**src/rtl/core/pbtp_pkg.sv**
```systemverilog
`default_nettype none
// ----------------------------------------------------------------------------
// pbtp_pkg: shared types and constants
// Transaction payloads, configuration set and queue entry for the packed
// bitmap to points block.
// ----------------------------------------------------------------------------
package pbtp_pkg;

   localparam int QUEUE_DEPTH = 4;
   localparam int QUEUE_PTR_W = $clog2(QUEUE_DEPTH);

   // register index codes of the csr port
   typedef enum logic [2:0] {
      CSR_PIXEL_DEPTH = 3'd0,
      CSR_GLYPH_WIDTH = 3'd1,
      CSR_GLYPH_HEIGHT = 3'd2,
      CSR_ORIGIN_X = 3'd3,
      CSR_ORIGIN_Y = 3'd4
   } pbtp_csr_index_type;

   // pixel depth codes
   typedef enum logic [1:0] {
      DEPTH_1BPP = 2'd0,
      DEPTH_2BPP = 2'd1,
      DEPTH_4BPP = 2'd2,
      DEPTH_8BPP = 2'd3
   } pbtp_depth_type;

   typedef struct packed {
      logic [7:0] bitmap_byte;
      logic       glyph_start;
   } pbtp_req_type;

   typedef struct packed {
      logic signed [15:0] point_x;
      logic signed [15:0] point_y;
      logic               last_of_byte;
   } pbtp_rsp_type;

   typedef struct packed {
      pbtp_depth_type     pixel_depth;
      logic [7:0]         glyph_width;
      logic [7:0]         glyph_height;
      logic signed [15:0] origin_x;
      logic signed [15:0] origin_y;
   } pbtp_cfg_type;

   // one byte's work: pixels to emit (bit k = column k of the byte),
   // x of the byte's first column, y of its row
   typedef struct packed {
      logic [7:0]  pixel_mask;
      logic [15:0] base_x;
      logic [15:0] row_y;
   } pbtp_entry_type;

endpackage
`default_nettype wire

```
**src/rtl/core/pbtp_front.sv**
```systemverilog
`default_nettype none
// ----------------------------------------------------------------------------
// pbtp_front: byte classifier
// Tracks row and byte-in-row, picks the pixels of a byte that give points
// and pushes one queue entry per byte that gives at least one point.
// ----------------------------------------------------------------------------
module pbtp_front
   import pbtp_pkg::*;
(
   input  wire logic           clock,
   input  wire logic           reset,
   input  wire pbtp_cfg_type   cfg,
   input  wire logic           req_valid,
   input  wire pbtp_req_type   req_payload,
   input  wire logic           queue_full,
   output logic                push,
   output pbtp_entry_type      push_entry
);

   logic [7:0]  row_ff, row_in;
   logic [7:0]  bir_ff, bir_in;
   logic        accept;
   logic [7:0]  row_cur, bir_cur, bir_inc;
   logic [10:0] row_bits;
   logic [7:0]  bytes_per_row;
   logic        in_glyph;
   logic [10:0] base_col;
   logic [7:0]  nz_1, nz_2, nz_4, nz_8, nz_sel;
   logic [7:0]  col_ok;
   logic [7:0]  data;

   assign accept = req_valid && !queue_full;
   assign data   = req_payload.bitmap_byte;

   always_comb begin
      row_cur = req_payload.glyph_start ? 8'd0 : row_ff;
      bir_cur = req_payload.glyph_start ? 8'd0 : bir_ff;
      // up to 255 pixels of 8 bits: 2040 bits per row
      row_bits = 11'(cfg.glyph_width) << cfg.pixel_depth;
      bytes_per_row = 8'((row_bits + 11'd7) >> 3);
      in_glyph = (bytes_per_row != 8'd0) && (row_cur < cfg.glyph_height);
      base_col = 11'(bir_cur) << (2'd3 - cfg.pixel_depth);
   end

   // nonzero pixels per depth, bit k is the k-th pixel from the MSB
   always_comb begin
      nz_1 = '0;
      nz_2 = '0;
      nz_4 = '0;
      nz_8 = '0;
      for (int j = 0; j < 8; j++) begin
         nz_1[j] = data[7 - j];
      end
      for (int j = 0; j < 4; j++) begin
         nz_2[j] = |data[7 - 2 * j -: 2];
      end
      for (int j = 0; j < 2; j++) begin
         nz_4[j] = |data[7 - 4 * j -: 4];
      end
      nz_8[0] = |data;
      case (cfg.pixel_depth)
         DEPTH_1BPP: nz_sel = nz_1;
         DEPTH_2BPP: nz_sel = nz_2;
         DEPTH_4BPP: nz_sel = nz_4;
         default:    nz_sel = nz_8;
      endcase
      for (int k = 0; k < 8; k++) begin
         col_ok[k] = (base_col + 11'(k)) < 11'(cfg.glyph_width);
      end
   end

   always_comb begin
      bir_inc = bir_cur + 8'd1;
      row_in  = row_cur;
      bir_in  = bir_cur;
      if (in_glyph) begin
         if (bir_inc >= bytes_per_row || bir_inc == 8'd0) begin
            bir_in = 8'd0;
            row_in = row_cur + 8'd1;
         end else begin
            bir_in = bir_inc;
         end
      end
   end

   always_comb begin
      push_entry.pixel_mask = nz_sel & col_ok;
      push_entry.base_x     = cfg.origin_x + 16'(base_col);
      push_entry.row_y      = cfg.origin_y + 16'(row_cur);
      push = accept && in_glyph && (push_entry.pixel_mask != 8'd0);
   end

   always_ff @(posedge clock) begin
      if (reset) begin
         row_ff <= '0;
         bir_ff <= '0;
      end else if (accept) begin
         row_ff <= row_in;
         bir_ff <= bir_in;
      end
   end

endmodule
`default_nettype wire

```
**src/rtl/core/pbtp_queue.sv**
```systemverilog
`default_nettype none
// ----------------------------------------------------------------------------
// pbtp_queue: entry queue
// Small FIFO that decouples the classifier from the point emitter.
// ----------------------------------------------------------------------------
module pbtp_queue
   import pbtp_pkg::*;
(
   input  wire logic           clock,
   input  wire logic           reset,
   input  wire logic           push,
   input  wire pbtp_entry_type push_entry,
   input  wire logic           pop,
   output logic                full,
   output logic                not_empty,
   output pbtp_entry_type      head_entry
);

   pbtp_entry_type             slot_ff [QUEUE_DEPTH];
   logic [QUEUE_PTR_W-1:0]     wr_ptr_ff, wr_ptr_in;
   logic [QUEUE_PTR_W-1:0]     rd_ptr_ff, rd_ptr_in;
   logic [QUEUE_PTR_W:0]       count_ff, count_in;
   logic                       do_pop;

   assign full       = (count_ff == (QUEUE_PTR_W + 1)'(QUEUE_DEPTH));
   assign not_empty  = (count_ff != '0);
   assign head_entry = slot_ff[rd_ptr_ff];
   assign do_pop     = pop && not_empty;

   always_comb begin
      wr_ptr_in = push ? wr_ptr_ff + 1'b1 : wr_ptr_ff;
      rd_ptr_in = do_pop ? rd_ptr_ff + 1'b1 : rd_ptr_ff;
      count_in  = count_ff;
      if (push && !do_pop) begin
         count_in = count_ff + 1'b1;
      end else if (do_pop && !push) begin
         count_in = count_ff - 1'b1;
      end
   end

   always_ff @(posedge clock) begin
      if (reset) begin
         wr_ptr_ff <= '0;
         rd_ptr_ff <= '0;
         count_ff  <= '0;
      end else begin
         wr_ptr_ff <= wr_ptr_in;
         rd_ptr_ff <= rd_ptr_in;
         count_ff  <= count_in;
      end
   end

   always_ff @(posedge clock) begin
      if (push) begin
         slot_ff[wr_ptr_ff] <= push_entry;
      end
   end

endmodule
`default_nettype wire

```
**src/rtl/core/pbtp_back.sv**
```systemverilog
`default_nettype none
// ----------------------------------------------------------------------------
// pbtp_back: point emitter
// Walks the pixel mask of one entry lowest column first, one point per
// cycle while rsp does not stall, into the output register.
// ----------------------------------------------------------------------------
module pbtp_back
   import pbtp_pkg::*;
(
   input  wire logic           clock,
   input  wire logic           reset,
   input  wire logic           queue_not_empty,
   input  wire pbtp_entry_type head_entry,
   output logic                pop,
   output logic                rsp_valid,
   output pbtp_rsp_type        rsp_payload,
   input  wire logic           rsp_stall
);

   logic           cur_valid_ff, cur_valid_in;
   pbtp_entry_type cur_ff, cur_in;
   logic           out_valid_ff, out_valid_in;
   pbtp_rsp_type   out_ff, out_in;
   logic           out_free, emit;
   logic [2:0]     first_k;
   logic [7:0]     mask_left;
   logic           last;

   assign out_free = !out_valid_ff || !rsp_stall;
   assign emit     = cur_valid_ff && out_free;

   // lowest set bit = leftmost remaining column
   always_comb begin
      first_k = 3'd0;
      for (int k = 7; k >= 0; k--) begin
         if (cur_ff.pixel_mask[k]) begin
            first_k = 3'(k);
         end
      end
      mask_left = cur_ff.pixel_mask & ~(8'd1 << first_k);
      last      = (mask_left == 8'd0);
   end

   always_comb begin
      pop          = (!cur_valid_ff || (emit && last)) && queue_not_empty;
      cur_valid_in = cur_valid_ff;
      cur_in       = cur_ff;
      if (pop) begin
         cur_valid_in = 1'b1;
         cur_in       = head_entry;
      end else if (emit) begin
         cur_valid_in          = !last;
         cur_in.pixel_mask     = mask_left;
      end

      out_valid_in = out_valid_ff && rsp_stall;
      out_in       = out_ff;
      if (emit) begin
         out_valid_in        = 1'b1;
         out_in.point_x      = cur_ff.base_x + 16'(first_k);
         out_in.point_y      = cur_ff.row_y;
         out_in.last_of_byte = last;
      end
   end

   always_ff @(posedge clock) begin
      if (reset) begin
         cur_valid_ff <= 1'b0;
         out_valid_ff <= 1'b0;
      end else begin
         cur_valid_ff <= cur_valid_in;
         out_valid_ff <= out_valid_in;
      end
   end

   always_ff @(posedge clock) begin
      cur_ff <= cur_in;
      out_ff <= out_in;
   end

   assign rsp_valid   = out_valid_ff;
   assign rsp_payload = out_ff;

endmodule
`default_nettype wire

```
**src/rtl/core/packed_bitmap_to_points_top.sv**
```systemverilog
`default_nettype none
// ----------------------------------------------------------------------------
// packed_bitmap_to_points_top: glyph bitmap unpacker
// Turns packed glyph bitmap bytes into a stream of set-pixel points.
// ----------------------------------------------------------------------------
// Usage:
//  - req channel: one bitmap byte per transaction (valid/stall), row-major,
//    rows padded to whole bytes; glyph_start marks a glyph's first byte and
//    restarts the row and byte counters.
//  - rsp channel: one point per transaction (valid/stall), in column order;
//    last_of_byte flags the final point of a byte. Bytes with no set pixel
//    inside the glyph, padding and bytes past the glyph height give none.
//  - csr port: plain writes (csr_we, csr_index, csr_wdata); write only while
//    the block is idle.
// Timing:
//  - the classifier takes one byte per cycle while its 4-entry queue has
//    room; the emitter gives one point per cycle while rsp is not stalled,
//    up to 8 points per byte at 1 bit per pixel.
//  - a byte's points pass the queue, then the entry and output registers.
// Reset: counters, queue and output register clear; registers go to zero.
// A stalled rsp holds its point; the queue fills and req_stall rises.
// ----------------------------------------------------------------------------
module packed_bitmap_to_points_top
   import pbtp_pkg::*;
(
   input  wire logic         clock,
   input  wire logic         reset,
   input  wire logic         req_valid,
   input  wire pbtp_req_type req_payload,
   output logic              req_stall,
   output logic              rsp_valid,
   output pbtp_rsp_type      rsp_payload,
   input  wire logic         rsp_stall,
   input  wire logic         csr_we,
   input  wire logic [2:0]   csr_index,
   input  wire logic [15:0]  csr_wdata
);

   pbtp_cfg_type   cfg_ff, cfg_in;
   logic           push, pop, queue_full, queue_not_empty;
   pbtp_entry_type push_entry, head_entry;

   // configuration registers
   always_comb begin
      cfg_in = cfg_ff;
      if (csr_we) begin
         case (csr_index)
            CSR_PIXEL_DEPTH:  cfg_in.pixel_depth  = pbtp_depth_type'(csr_wdata[1:0]);
            CSR_GLYPH_WIDTH:  cfg_in.glyph_width  = csr_wdata[7:0];
            CSR_GLYPH_HEIGHT: cfg_in.glyph_height = csr_wdata[7:0];
            CSR_ORIGIN_X:     cfg_in.origin_x     = csr_wdata;
            CSR_ORIGIN_Y:     cfg_in.origin_y     = csr_wdata;
            default:          cfg_in = cfg_ff;
         endcase
      end
   end

   always_ff @(posedge clock) begin
      if (reset) begin
         cfg_ff <= '0;
      end else begin
         cfg_ff <= cfg_in;
      end
   end

   // stall on a full queue; derived from registered count only
   assign req_stall = queue_full;

   pbtp_front u_front (
      .clock       (clock),
      .reset       (reset),
      .cfg         (cfg_ff),
      .req_valid   (req_valid),
      .req_payload (req_payload),
      .queue_full  (queue_full),
      .push        (push),
      .push_entry  (push_entry)
   );

   pbtp_queue u_queue (
      .clock      (clock),
      .reset      (reset),
      .push       (push),
      .push_entry (push_entry),
      .pop        (pop),
      .full       (queue_full),
      .not_empty  (queue_not_empty),
      .head_entry (head_entry)
   );

   pbtp_back u_back (
      .clock           (clock),
      .reset           (reset),
      .queue_not_empty (queue_not_empty),
      .head_entry      (head_entry),
      .pop             (pop),
      .rsp_valid       (rsp_valid),
      .rsp_payload     (rsp_payload),
      .rsp_stall       (rsp_stall)
   );

endmodule
`default_nettype wire

```
**config.mk**
```make
export PLATFORM = sky130hd
export DESIGN_NAME = packed_bitmap_to_points_top
export DESIGN_NICKNAME = d
export VERILOG_FILES = /design/src/rtl/core/pbtp_pkg.sv /design/src/rtl/core/pbtp_front.sv /design/src/rtl/core/pbtp_queue.sv /design/src/rtl/core/pbtp_back.sv /design/src/rtl/core/packed_bitmap_to_points_top.sv
export SDC_FILE = /design/constraint.sdc
export NUM_CORES = 1
export LEC_CHECK = 0
export BUFFER_PORTS_ARGS = -buffer_cell sky130_fd_sc_hd__clkbuf_2
export CAP_MARGIN = 20
export CORE_MARGIN = 2
export CORE_UTILIZATION = 25
export CTS_CLUSTER_SIZE = 30
export DETAILED_ROUTE_END_ITERATION = 7
export PLACE_DENSITY = 0.44
export SLEW_MARGIN = 20
export SYNTH_ARGS = -nofsm -noshare
export SYNTH_HDL_FRONTEND = slang
export SYNTH_HIERARCHICAL = 1
export SYNTH_SLANG_ARGS = --single-unit
```
**constraint.sdc**
```tcl
create_clock -name clock -period 4.9 [get_ports clock]
set_input_delay 0.98 -clock clock [delete_from_list [all_inputs] [get_ports clock]]
set_output_delay 0.98 -clock clock [all_outputs]
set_load 0.02 [all_outputs]
```
After elaboration in Yosys (flattened, before gate mapping)
Memories as Yosys holds them, arrays and structs flattened. A register that Yosys moved wholly into a read port is not among the register bits. Cells that the tools add are included.

Multiplexer cells: 26. Order comparisons: 10. Bitwise operators: 3. Divide/modulo/power cells: 0. Multiply operators: 0. Reductions and logical operators: 42. Shift-type cells: 3. Add/subtract/negate cells: 18. Eq/ne operators: 7.

Operator list (count): < comparator 11 x 8 -> 1 bit (8); two-way mux 8 bit (8); adder 11 x 3 -> 11 bit, second input constant (5); two-way mux 3 bit (10); one-hot mux 8 bit (3 select lines) (1); adder 11 x 2 -> 11 bit, second input constant (2); left shift 8 x 2 -> 11 bit (2); adder 16 x 11 -> 16 bit (1); adder 16 x 3 -> 16 bit (1); adder 16 x 8 -> 16 bit (1); adder 8 x 1 -> 8 bit, second input constant (2); bitwise AND 8 bit (2); logical NOT 8 bit (2); nonzero test 8 bit (2); adder 11 x 1 -> 11 bit, second input constant (1); logical AND 1 bit (11); AND reduction 2 bit (5); >= comparator 8 bit (1); < comparator 8 bit (1); NOT 8 bit (1); OR reduction 2 bit (4); OR reduction 4 bit (2); OR reduction 8 bit (1); left shift 1 x 3 -> 8 bit, first input constant (1); 17 further kinds (34).

Bits in writable memories: 160. Bits in latches: 0. Memories kept: 1. Memory bits (read-only): 0. Output and inout port bits: 35. Bits in registers: 148.

Memory list: u_queue.slot_ff (words 4, bits a word 40, rd ports 1, clocked after Yosys merged registers in 1, write ports 1, line pbtp_queue.sv:19) `pbtp_entry_type slot_ff [QUEUE_DEPTH];`.

Depth between registers and ports, before layout
Word-level depth: 19. Gate-level depth with buffers: 27. Gate-level depth less buffers: 24.

By module
Netlist, hierarchy kept.

By module, submodules not included: pbtp_queue (instances 1, cells an instance 253, area each 6261.0 um2); pbtp_front (instances 1, cells an instance 722, area each 5432.7 um2); pbtp_back (instances 1, cells an instance 180, area each 2949.1 um2); packed_bitmap_to_points_top (instances 1, cells an instance 185, area each 2049.5 um2).

Worst setup path before layout
Ideal clock, no wire load.

Path type: input -> register. Start: in req_payload[0] in the netlist's numbering. End: mem u_queue/slot_ff[0][0] in the netlist's numbering (enable). Arrival time: 4.917 ns. Path slack: -0.419 ns. Required time: 4.499 ns. Stages on the path: 19. Buffers on the path: 2. Setup time: 0.401 ns. Cell sequence: clkbuf_1 -> or2_2 -> buf_2 -> ha_1 -> nand2_1 -> o21ai_0 -> a32oi_1 -> o21a_1 -> nor3_1 -> nand2_1 -> xnor2_1 -> ha_1 -> nor2b_1 -> o21ai_0 -> o21ai_0 -> nor4_1 -> or4_1 -> o41a_1 -> and2_1.

RTL lines: start, declared (line packed_bitmap_to_points_top.sv:29) `input wire pbtp_req_type req_payload,`; end, declared (line pbtp_queue.sv:19).

==> results.cfg <==
[hold_path]
hold_path_class = register to register
hold_depth = 0
hp-start = u_back/cur_ff[4]
min_to = u_back/rsp_payload[5]

[floorplan]
die_w_um = 262.4
ios = 68
core_area_mm2 = 0.06598
start_util_pct = 25.30
die_y_um = 262.4
die_area_mm2 = 0.06885
rows = 94

[placed_design]
globalplace.congestion = 0.8786
hpwl_um = 31350
place_inst = 2331
portBuffers = 67

[final_layout]
layout_commonest_cell = edfxtp_1
fillCellCount = 6672
fin_cells = 2398
fin_util_pct = 30.18
layout_common_cells = edfxtp_1 (233), buf_4 (109), ha_1 (93), nand2_1 (76), nand2b_1 (74)
layout-drive-gt1-share_pct = 22.57
final_nets = 1637
area_growth_pct = 19.30

[timing]
setup_viol = 0
min_period_over_period_pct = 95.85
fin_hold_ws_ns = 0.4125
period_minus_slack_ns = 4.697
tightest_slew_ns = 0.8926
relSlewSlack_pct = 40.21
drv_slew = 0
fmax_ghz = 0.2129
finalHoldViolCount = 0
finClkSkew_ns = 0.02661

[setup_path]
r2r_end = u_queue/count_ff[2]
r2r-start = cfg_ff[49]
r2r_slack_ns = 0.20
critPathKind = register to register
crit_required_ns = 5.38
cp-start-kind = register
endpoint_kind = register
path_max_fanout = 7
cp.arrival_ns = 5.18
reg2reg_depth = 22

[power_and_ir_drop]
p_leak_nw = 7.568
power_w = 0.005882
power_density_mw_per_mm2 = 295.4
peakVddDrop_mv = 0.1798

[yosys]
synth_seq_area_share_pct = 51.15
postSynthAreaPerCell_um2 = 12.46
syn_nets = 1471
syn_area_mm2 = 0.01669
async_flop_share_pct = 0
synth-edff-count = 233
synth_seq_cells = 310
syn-instance-count = 1340
synth_flop_cell = edfxtp_1
ys_types = 97
synth_warnings = 6

[clocking]
cts_root_buf = clkbuf_16
clk_pin_slew_worst_paths_ns = 0.06
cts_made_buffers = 37
cts_resized = 0
clock-sinks = 310
h-tree-depth = 2
post_cts_buffers = 0
clockBufferDepth = 3
clock_latency_ns = 0.56
hold_buffers = 0
cts_tree = done

[grt]
gr-total-overflow = 0
antenna_found_initial = 2
grt_max_degree = 41
grt_pass1_wl_um = 67020
grt_util_all_layers_pct = 12.46
grt_pass1_vias = 11246

[drt]
wire_per_inst_um = 17.92
drc = 0
via_per_inst = 4.579
vias = 10980
dr.pass1.iters = 5
drt_iter0_drc = 642
wirelength_um = 42980
detail-route-antenna-nets = 0

[run_status]
outcome = finished clean

[run]
maxCapViolCount = 0
## synth_stat cells, drive strengths merged (6+ instances only)
| cell | count | area [µm²] |
|---|---|---|
| dfxtp | 77 | 1541 |
| buf | 33 | 296.5 |
| nor4 | 7 | 50.05 |
| inv | 65 | 244.0 |
| and2 | 13 | 81.33 |
| xor2 | 27 | 236.5 |
| nor2b | 17 | 106.4 |
| nand3 | 32 | 165.2 |
| o21ai | 33 | 165.2 |
| nand4 | 13 | 87.58 |
| ha | 96 | 1201 |
| nand3b | 9 | 67.56 |
| nand2b | 74 | 462.9 |
| nor3 | 17 | 90.09 |
| a21o | 11 | 82.58 |
| nor2 | 73 | 274.0 |
| mux4 | 46 | 1040 |
| xnor2 | 69 | 604.3 |
| edfxtp | 233 | 6997 |
| a31oi | 11 | 90.08 |
| mux2i | 66 | 676.9 |
| mux2 | 16 | 195.2 |
| and3 | 11 | 68.82 |
| o21a | 11 | 82.58 |
| clkbuf | 23 | 86.33 |
| o211ai | 6 | 50.05 |
| a21oi | 55 | 275.3 |
| nand2 | 78 | 297.8 |
| a211oi | 11 | 87.58 |
## registers in the layout, indices dropped and copies added (netlist names), named ones only
signal and count:
cfg_ff 50, u_back/cur_ff 40, u_back/cur_valid_ff 1, u_back/rsp_payload 33
u_back/rsp_valid 1, u_front/bir_ff 8, u_front/row_ff 8, u_queue/count_ff 3
u_queue/rd_ptr_ff 2, u_queue/slot_ff 160, u_queue/wr_ptr_ff 2
## stage by stage
step,TNS (ns),setup WS [ns],instance area (µm²)
finish,0,0.2032,19910
global route,-0.002824,-0.002824,19910
CTS,0,0.01348,19890
detailed placement,-0.2994,-0.1907,18740
global placement,-0.3291,-0.1949,18740
floorplan,0,0.01107,16760
## logic make-up (layout without fill, tap and decap cells)
family                   count (synthesis)  after routing  share of synthesized area [%]
multiplexers                           128            128                          11.45
adder cells (fa/ha/maj)                102            102                          7.676
buffers and inverters                  123            316                          3.800
XOR/XNOR                                96             96                          5.037
AND/OR/NAND/NOR                        373            373                          12.05
AO/OA/AOI/OAI                          208            208                          8.837
flip-flops                             310            310                          51.15
other                                    0              1                              0
## worst max-delay path, cell delays in order, from the launching register on
cell,delay [ns]
dfxtp_2,0.37
buf_4,0.16
nor2b_1,0.19
a22oi_2,0.12
or2_2,0.36
inv_2,0.15
nand3_1,0.12
buf_4,0.17
a21oi_2,0.23
nand2_1,0.08
o21ai_0,0.13
ha_1,0.23
o21ai_0,0.10
a21oi_1,0.17
nor4_2,0.09
or4_1,0.50
o41a_1,0.48
ha_2,0.21
inv_1,0.06
fa_2,0.19
xor2_1,0.08
or3_1,0.30
a21oi_1,0.15
## per-layer routing
metal,GRT usage (%),wire length (µm),vias up
met1,16.48,20210,5380
met3,2.230,1618,65
met4,3.790,1036,2
met2,20.76,20100,186
li1,-,-,5347
met5,0,9,-
## worst max path at each step
stage	startpoint	end	slack (ns)	cells past startpoint
finish	cfg_ff[49]	u_queue/count_ff[2]	0.20	22
global route	cfg_ff[49]	u_queue/count_ff[2]	-0.003	22
CTS	cfg_ff[49]	u_queue/count_ff[2]	0.01	22
detailed placement	req_payload[0]	u_queue/count_ff[2]	-0.19	20
global placement	req_payload[0]	u_queue/count_ff[2]	-0.19	20
floorplan	req_payload[0]	u_queue/count_ff[2]	0.01	24
## where the power goes
| group | switching (W) | leakage (nW) | internal, W | total (W) |
|---|---|---|---|---|
| Sequential | 0.0000448 | 2.91 | 0.00289 | 0.00293 |
| Combinational | 0.000235 | 4.10 | 0.000151 | 0.000386 |
| Clock | 0.00109 | 0.562 | 0.00148 | 0.00257 |
| Total | 0.00137 | 7.57 | 0.00451 | 0.00588 |
## final cells by class
cell class | instances | area (µm²) | area share, %
clock inverter | 15 | 131.4 | 0.6597
multi-input combinational | 907 | 7587 | 38.10
sequential | 310 | 8546 | 42.91
tap | 864 | 1081 | 5.429
clock buffer | 51 | 1018 | 5.114
timing repair buffer | 183 | 1294 | 6.497
inverter | 67 | 254.0 | 1.275
antenna | 1 | 2.502 | 0.01257
(Power assumes the default switching activity.)
